==> config.mk <==
export PLATFORM = sky130hd
export DESIGN_NAME = salct_front
export DESIGN_NICKNAME = d
export VERILOG_FILES = /design/src/rtl/salct_pkg.sv /design/src/rtl/salct_front.sv
export SDC_FILE = /design/constraint.sdc
export NUM_CORES = 1
export LEC_CHECK = 0
export BUFFER_PORTS_ARGS = -buffer_cell sky130_fd_sc_hd__buf_2
export CORE_ASPECT_RATIO = 2
export CORE_MARGIN = 8
export CORE_UTILIZATION = 25
export DETAILED_ROUTE_END_ITERATION = 10
export GPL_ROUTABILITY_DRIVEN = 0
export GPL_TIMING_DRIVEN = 1
export HOLD_SLACK_MARGIN = 0.06
export PLACE_DENSITY_LB_ADDON = 0.1
export SETUP_SLACK_MARGIN = 0.1
export SYNTH_ARGS = -nofsm -noshare
export SYNTH_HDL_FRONTEND = slang
export SYNTH_SLANG_ARGS = --single-unit
==> constraint.sdc <==
create_clock -name clk_i -period 4.55 [get_ports clk_i]
set_clock_uncertainty 0.15 [all_clocks]
set_input_delay 0.91 -clock clk_i [delete_from_list [all_inputs] [get_ports clk_i]]
set_output_delay 0.91 -clock clk_i [all_outputs]
set_load 0.05 [all_outputs]
==> src/rtl/salct_pkg.sv <==
// ----------------------------------------------------------------------------
// salct_pkg: shared definitions for the set-associative LRU tag cache
// Address split, request record passed from front to back, back-end states.
// ----------------------------------------------------------------------------
package salct_pkg;

  // Address geometry
  localparam int unsigned AddrW     = 32;
  localparam int unsigned AddrBits  = 32;
  localparam int unsigned LineBytes = 64;
  localparam int unsigned Sets      = 64;
  localparam int unsigned OffW      = $clog2(LineBytes);
  localparam int unsigned IdxW      = $clog2(Sets);
  localparam int unsigned TagW      = AddrBits - OffW - IdxW;

  // Default associativity
  localparam int unsigned Ways      = 4;

  // Result field widths
  localparam int unsigned WayOutW   = 2;
  localparam int unsigned CountW    = 32;

  // Front-to-back queue
  localparam int unsigned QDepth    = 2;
  localparam int unsigned QPtrW     = $clog2(QDepth);

  // One classified access
  typedef struct packed {
    logic [IdxW-1:0] idx;
    logic [TagW-1:0] tag;
  } salct_req_t;

  // Back-end sequencer
  typedef enum logic {
    BK_READ,
    BK_UPDATE
  } salct_bk_state_e;

endpackage

==> src/rtl/salct_front.sv <==
// ----------------------------------------------------------------------------
// salct_front: access intake
// Splits each address into set index and tag and queues it for the back end.
// ----------------------------------------------------------------------------
module salct_front (
  input  logic                      clk_i,
  input  logic                      rst_ni,
  input  logic                      in_valid_i,
  output logic                      in_ready_o,
  input  logic [salct_pkg::AddrW-1:0] address_i,
  output logic                      req_valid_o,
  input  logic                      req_pop_i,
  output salct_pkg::salct_req_t     req_o
);
  import salct_pkg::*;

  salct_req_t             q_mem [QDepth];
  logic [QPtrW-1:0]       wr_ptr_q, wr_ptr_d;
  logic [QPtrW-1:0]       rd_ptr_q, rd_ptr_d;
  logic [QPtrW:0]         cnt_q, cnt_d;
  logic                   push, pop;
  salct_req_t             req_new;

  // Classify: index just above the line offset, tag above the index
  assign req_new.idx = address_i[OffW +: IdxW];
  assign req_new.tag = address_i[OffW + IdxW +: TagW];

  assign in_ready_o  = (cnt_q != (QPtrW + 1)'(QDepth));
  assign req_valid_o = (cnt_q != '0);
  assign req_o       = q_mem[rd_ptr_q];

  assign push = in_valid_i && in_ready_o;
  assign pop  = req_pop_i && req_valid_o;

  // Advance pointers and fill count
  always_comb begin
    wr_ptr_d = wr_ptr_q;
    rd_ptr_d = rd_ptr_q;
    cnt_d    = cnt_q;
    if (push) begin
      wr_ptr_d = (wr_ptr_q == QPtrW'(QDepth - 1)) ? '0 : wr_ptr_q + QPtrW'(1);
    end
    if (pop) begin
      rd_ptr_d = (rd_ptr_q == QPtrW'(QDepth - 1)) ? '0 : rd_ptr_q + QPtrW'(1);
    end
    if (push && !pop) begin
      cnt_d = cnt_q + (QPtrW + 1)'(1);
    end else if (pop && !push) begin
      cnt_d = cnt_q - (QPtrW + 1)'(1);
    end
  end

  always_ff @(posedge clk_i or negedge rst_ni) begin
    if (!rst_ni) begin
      wr_ptr_q <= '0;
      rd_ptr_q <= '0;
      cnt_q    <= '0;
    end else begin
      wr_ptr_q <= wr_ptr_d;
      rd_ptr_q <= rd_ptr_d;
      cnt_q    <= cnt_d;
    end
  end

  // Store the item in the queue slot
  always_ff @(posedge clk_i) begin
    if (push) begin
      q_mem[wr_ptr_q] <= req_new;
    end
  end

endmodule

Word-level counts from Yosys, hierarchy flattened:

Memory sizes are Yosys's and may differ from the RTL's.
Index checks and enable logic that the tools add are counted.

* flip-flop bits (word level): 4
* RAM bits: 52
* output and inout port bits: 28
* bits of input ports: 36
* memories: 1

* reductions and logical operators: 8
* add/subtract/negate cells: 4
* mux-type cells: 6
* equality and inequality tests: 1

Memory list
* q_mem: depth 2, width 26, read ports 1, clocked after Yosys merged registers in 0, wr ports 1, line salct_front.sv:17 `salct_req_t q_mem [QDepth];`

Operators by type and width (count)
* logical AND 1 bit: 4
* 2-to-1 mux 1 bit: 4
* 2-to-1 mux 2 bit: 2
* nonzero test 2 bit: 2
* adder 1 bit (second input constant): 2
* adder 2 x 1 -> 2 bit (second input constant): 1
* zero test 1 bit: 2
* inequality test 2 bit (second input constant): 1
* subtractor 2 x 1 -> 2 bit (second input constant): 1

Longest topological paths before layout:

Gate-level depths: netlist of the first run.

* depth in word-level cells: 6
* mapped depth: 7

Least setup slack after synthesis of the first run:

OpenSTA, ideal clock, no wires.

* path kind: register to register
* from: register cnt_q[0]
* to: memory q_mem[0][0] (netlist bit), enable pin
* slack: 1.814 ns
* data arrival time: 2.177 ns
* buffers on the path: 0
* data required time: 3.991 ns
* cell stages (with the launch flop): 4
* path through: dfrtp_1 nand2b_1 nand2_1 nor2_1

* word-level cells in the longest chain between the ends: 4

Ends and longest elaborated chain
* from (decl): line salct_front.sv:20 `logic [QPtrW:0] cnt_q, cnt_d;`
* from (signal assigned): line salct_front.sv:61 `cnt_q <= cnt_d;`
* inequality test 2 bit: line salct_front.sv:28 `assign in_ready_o = (cnt_q != (QPtrW + 1)'(QDepth));`
* via in_ready_o: line salct_front.sv:9 `output logic in_ready_o,`
* logical AND 1 bit: line salct_front.sv:32 `assign push = in_valid_i && in_ready_o;`
* 2-to-1 mux 1 bit: line salct_front.sv:67 `if (push) begin`
* 2-to-1 mux 1 bit (implied by the code): line salct_front.sv:68 `q_mem[wr_ptr_q] <= req_new;`
* to (decl): line salct_front.sv:17

The timed path passes the listed nets, and every way through them passes these cells.

==> results.md, run 1 <==
* Outcome: finished, final reports clean
* Row count at 48
* H-tree lvl count at 2
* Syn Nets at between 100 and 150
* DR iter-0 viols at 18
* Cell with the most instances after synthesis: edfxtp_1
* Sw Share at roughly 40%
* CTS root buf: clkbuf_16
* Reg2reg path depth at 7
* Drt drc at 0
* TritonCTS clock tree: yes
* Most used DFF post-synth: edfxtp_1
* Crit path max fanout at 27
* Worst Path Required at between 3 and 4 ns
* Ratio of cells with drive above 1 in the final layout at between 50 and 60%
* Reg clk slew, reported paths at 0.06 ns
* Post-synth top area cell: edfxtp_1
* Synth warn at 0
* Post-CTS sizing at 0
* Unique masters post-synth at 15
* Post-CTS setup buffers at 0
* CTS buffer count at 5
* Highest Clock Rate at ~0.35 GHz
* Via count at ~1100
* Area share of the largest cell type after synthesis at between 70% and 80%
* TritonRoute pass-1 iters at 2
* Pin count of the biggest net entering global routing at 28
* Post-Place Worst Slack at between 1.5 and 2 ns
* Syn Area/Cell at ~22 um^2
* Total chip power at ~2100 uW
* Max cap viols at 0
* Drt wl/cell at roughly 16 um
* Synth cell count leaders: edfxtp_1 (52), mux2_4 (19), mux2_2 (7)
* CP Class: reg -> out
* Mapped Cells at a little under 100
* Crit start category: register
* First-pass GRT wire length at ~6000 um
* Worst Hold Class: in -> async
* Fin crit period at 2.893 ns
* Hold buffers post-CTS at 0
* Worst EP arrival at between 1.5 and 2 ns
* Synth area leaders: edfxtp_1 (72%), mux2_4 (13%), dfrtp_1 (4.6%)
* Hold Vio Cnt, Final at 0
* Asr flop ratio synth at between 7 and 8%
* Clock group share of total power at 19.9%
* GRT Residual Overflow at 0
* Antenna Nets Post-Route at 0
* P_leak at about 0.0011 uW
* Final Routed Wirelength at between 4000 and 5000 um
* Cell area after placement at between 2000 and 3000 um^2
* Vias/cell at ~4.1
* Worst-Skew Late Latency at 0.28 ns
* Fin Setup TNS at 0 ns
* IO Port Bufs at 57
* Clock buffer depth at 2
* Pint at between 1000 and 1500 uW
* RSZ-0062 raised after global routing: no
* Worst slew pin tran at 0.8242 ns
* Final Max Slew Viols at 0
* Die width at 81.89 um
* Post-synthesis cell area at roughly 2200 um^2
* # diodes at 0
* Gr usage total at approximately 7.1%
* Final worst slack at between 1.5 and 2 ns
* Synthesized flop and latch total at 56
* Design area at approximately 2700 um^2
* Combinational group share of total power at between 40% and 50%
* WHS at around 0.27 ns
* EDFF count, synth at 52
* Vias in the first global route at 1238
* Area Growth Syn to Fin at 24.90%
* Clk sink count at 56
* Fin nets at around 200
* Slew HR at about 45%
* Final HPWL DP at 2876 um
* Seq/Total Area, Yosys at between 70% and 80%
* Psw at 827.5 uW
* Pwr/cell area at 765.1 nW/um^2
* Die Area at 12100 um^2
* Max rail drop VDD at 0.4067 mV
* Io pins at 64
* Tcrit/Tclk final at between 60% and 70%
* Die Height at 147.8 um
* Final setup fails at 0
* Sequential power share at about 39%
* Antenna violations before repair at 0
* Core area at roughly 8500 um^2
* Crit end category: output pin
* Initial Utilization at approximately 25%
==> registers in the layout, indices dropped and copies added (netlist names) <==
| register | flops |
|---|---|
| rd_ptr_q | 1 |
| wr_ptr_q | 1 |
| q_mem | 52 |
| cnt_q | 2 |
==> cell type report <==
cell class	instances	area (um^2)
clock inverter	3	37.54
tap	100	125.1
clock buffer	5	125.1
sequential	56	1663
multi-input combinational	39	456.7
fill	863	5817
inverter	1	3.754
timing repair buffer	59	300.3
==> logic make-up after synthesis <==
kind of cell               share of synthesized area, %
DFF                                               76.54
xor gates and xnor gates                          2.018
adders and majority gates                        0.5763
buffers and inverters                             2.536
muxes                                             16.77
and+or+nand+nor                                   1.557
==> worst paths after layout <==
path	to	slack, ns	from
worst max-delay path	req_o[13]	1.66	rd_ptr_q$_DFFE_PN0P_
worst min-delay path	cnt_q[0]$_DFFE_PN0P_	0.27	rst_ni
worst max register to register	cnt_q[1]$_DFFE_PN0P_	2.89	cnt_q[0]$_DFFE_PN0P_
worst min register to register	cnt_q[1]$_DFFE_PN0P_	0.34	cnt_q[1]$_DFFE_PN0P_
max in group asynchronous	rd_ptr_q$_DFFE_PN0P_	3.85	rst_ni
min in group clk_i	cnt_q[1]$_DFFE_PN0P_	0.34	cnt_q[1]$_DFFE_PN0P_
==> power by group through the flow <==
stage | clock network, uW | registers (uW) | logic (uW)
floorplan | 0 | 749 | 790
global placement | 0 | 814 | 863
detailed placement | 0 | 826 | 871
CTS | 432 | 815 | 873
global route | 445 | 827 | 902
finish | 413 | 808 | 854
==> metal layers <==
metal	up-vias	part of all wire (%)	global-route usage (%)
met2	34	59	13.03
met1	520	29	5.483
li1	504	-	-
met3	9	8.3	3.102
met4	0	3.3	4.690
met5	-	0	0
==> layout by cell type, fill, tap and decap left out, drive strengths merged <==
| cell type | count |
|---|---|
| xnor2 | 3 |
| bufinv | 1 |
| edfxtp | 52 |
| nor2 | 2 |
| nand2b | 1 |
| inv | 1 |
| mux2 | 26 |
| clkinv | 2 |
| and3 | 1 |
| clkbuf | 5 |
| xor2 | 2 |
| or2 | 1 |
| dfrtp | 4 |
| buf | 59 |
| ha | 1 |
| nand2 | 2 |
==> metrics by stage <==
stage / std cells / utilization (%)
after detailed placement: 255 / 29.89
after floorplan: 99 / -
after CTS: 263 / 31.79
final: 263 / 31.79
after global placement: 255 / 29.89
after global routing: 263 / 31.79
==> critical path, stage by stage (launching register included) <==
cell and delay [ns]:
dfrtp_2 0.91, mux2_2 0.42, buf_2 0.21
No activity file was read; power rests on OpenSTA's default activity.
==> run 2, diff against run 1 <==
Clock period 4.55 ns to 2.9 ns, I/O delays scaled along.
==> run 2 against run 1 <==
  * Setup slack worse by 1.2 ns
  * Critical endpoint unchanged
  * First-iteration DRC count up 33%
  * Largest power group unchanged
  * Clock power up 35%
  * Global-route usage rose by 0.087 points
==> results.md, run 2 (synthesis results as in run 1) <==
* Outcome: finished, final reports clean
* Most frequent cells in the layout: buf_2 (57), edfxtp_1 (52), mux2_4 (19)
* TritonCTS clock tree: yes
* Final Routed Wirelength at ~4100 um
* Clk sink count at 56
* Crit path max fanout at 15
* CTS root buf: clkbuf_16
* WHS at ~0.33 ns
* Vias in the first global route at 1210
* Highest Clock Rate at 0.4034 GHz
* Pin count of the biggest net entering global routing at 16
* Clock buffer depth at 2
* P_leak at 0.001085 uW
* RSZ-0062 raised after global routing: no
* Antenna violations before repair at 1
* Multi-input gate area at between 400 and 500 um^2
* DR iter-0 viols at 24
* Commonest non-fill, non-tap cell in the layout: buf_2
* Max rail drop VDD at between 0.6 and 0.7 mV
* Worst Hold Class: in -> reg
* Ratio of cells with drive above 1 in the final layout at 56.89%
* Crit end category: output pin
* Flip-flop and latch area at around 1700 um^2
* Tcrit/Tclk final at a little under nine tenths
* # diodes at 0
* First-pass GRT wire length at between 6000 and 7000 um
* H-tree lvl count at 2
* Max cap viols at 0
* Initial Utilization at between 20% and 30%
* Worst EP arrival at around 1.8 ns
* Gr usage total at 7.166%
* IO Port Bufs at 57
* Post-CTS setup buffers at 0
* Drt wl/cell at 15.46 um
* Pwr/cell area at between 1000 and 1500 nW/um^2
* Biggest register: q_mem
* Slew HR at a little over two thirds
* Reg clk slew, reported paths at about 0.06 ns
* Fin nets at 203
* Row count at 48
* Design area at 2730 um^2
* Area Growth Syn to Fin at 25.76%
* Via count at 1072
* Die Height at between 100 and 150 um
* Final setup fails at 0
* Max reg flops at 52
* Core area at around 8500 um^2
* Antenna Nets Post-Route at 0
* CP Class: reg -> out
* Worst Path Required at approximately 2.2 ns
* Die width at roughly 82 um
* Io pins at 64
* Final Max Slew Viols at 0
* GRT Residual Overflow at 0
* Vias/cell at 4.015
* Crit start category: register
* Fin crit period at around 2.5 ns
* Largest regs: q_mem x52, cnt_q x2
* Layout fillers at between 800 and 900
* Die Area at 12100 um^2
* Drt drc at 0
* Worst slew pin tran at 0.4596 ns
* CTS buffer count at 5
* TritonRoute pass-1 iters at 3
* Hold Vio Cnt, Final at 0
* Worst-Skew Late Latency at around 0.28 ns
* Fin Setup TNS at 0 ns
* Cell area after placement at ~2600 um^2
run 2: final cells by class:
cell class / instances / share of cell area, %
clock inverters: 1 / 0.1375
inverters: 1 / 0.1375
multi-input cells: 39 / 16.73
flip-flops and latches: 56 / 60.91
well taps: 100 / 4.583
repair buffers: 63 / 12.65
clock buffers: 7 / 4.858
run 2: repair_timing:
| item | in CTS | in global routing |
|---|---|---|
| gates resized for setup | 0 | 0 |
| hold buffers | 1 | 0 |
| endpoints found under the hold margin | 4 | 0 |
run 2: critical path: stages (launching register included):
cell and delay, ns:
dfrtp_2 0.66, buf_12 0.23, mux2_2 0.36, buf_2 0.21
run 2: path summary, 6_finish.rpt:
path	from	end	slack (ns)	depth (start not counted)
hold / removal	address_i[13]	q_mem[1][1]$_DFFE_PP_	0.33	1
setup / recovery	rd_ptr_q$_DFFE_PN0P_	req_o[13]	0.42	3
max in group asynchronous	rst_ni	rd_ptr_q$_DFFE_PN0P_	2.00	2
setup reg to reg	cnt_q[0]$_DFFE_PN0P_	cnt_q[1]$_DFFE_PN0P_	1.28	6
hold reg to reg	cnt_q[1]$_DFFE_PN0P_	cnt_q[1]$_DFFE_PN0P_	0.35	1
min in group asynchronous	rst_ni	cnt_q[1]$_DFFE_PN0P_	0.47	2
run 2: routing by layer:
layer | global-route usage [%] | part of all wire, %
met5 | 0 | 0.31
met4 | 4.779 | 3.3
met3 | 2.859 | 7.4
met2 | 12.79 | 57
met1 | 6.086 | 32
run 2: report_power, final:
| part | internal (uW) | switching, uW | total [uW] |
|---|---|---|---|
| Sequential | 1110 | 111 | 1220 |
| Combinational | 477 | 947 | 1420 |
| Clock | 318 | 240 | 558 |
run 2: metrics by stage:
step	setup slack (ns)	total power, uW	std cells	util, %
global placement	0.6843	2680	258	30.30
detailed placement	0.6834	2701	258	30.30
global route	0.3460	3356	267	32.01
finish	0.4208	3204	267	32.01
floorplan	0.1639	2414	99	-
CTS	0.3724	3274	267	32.01
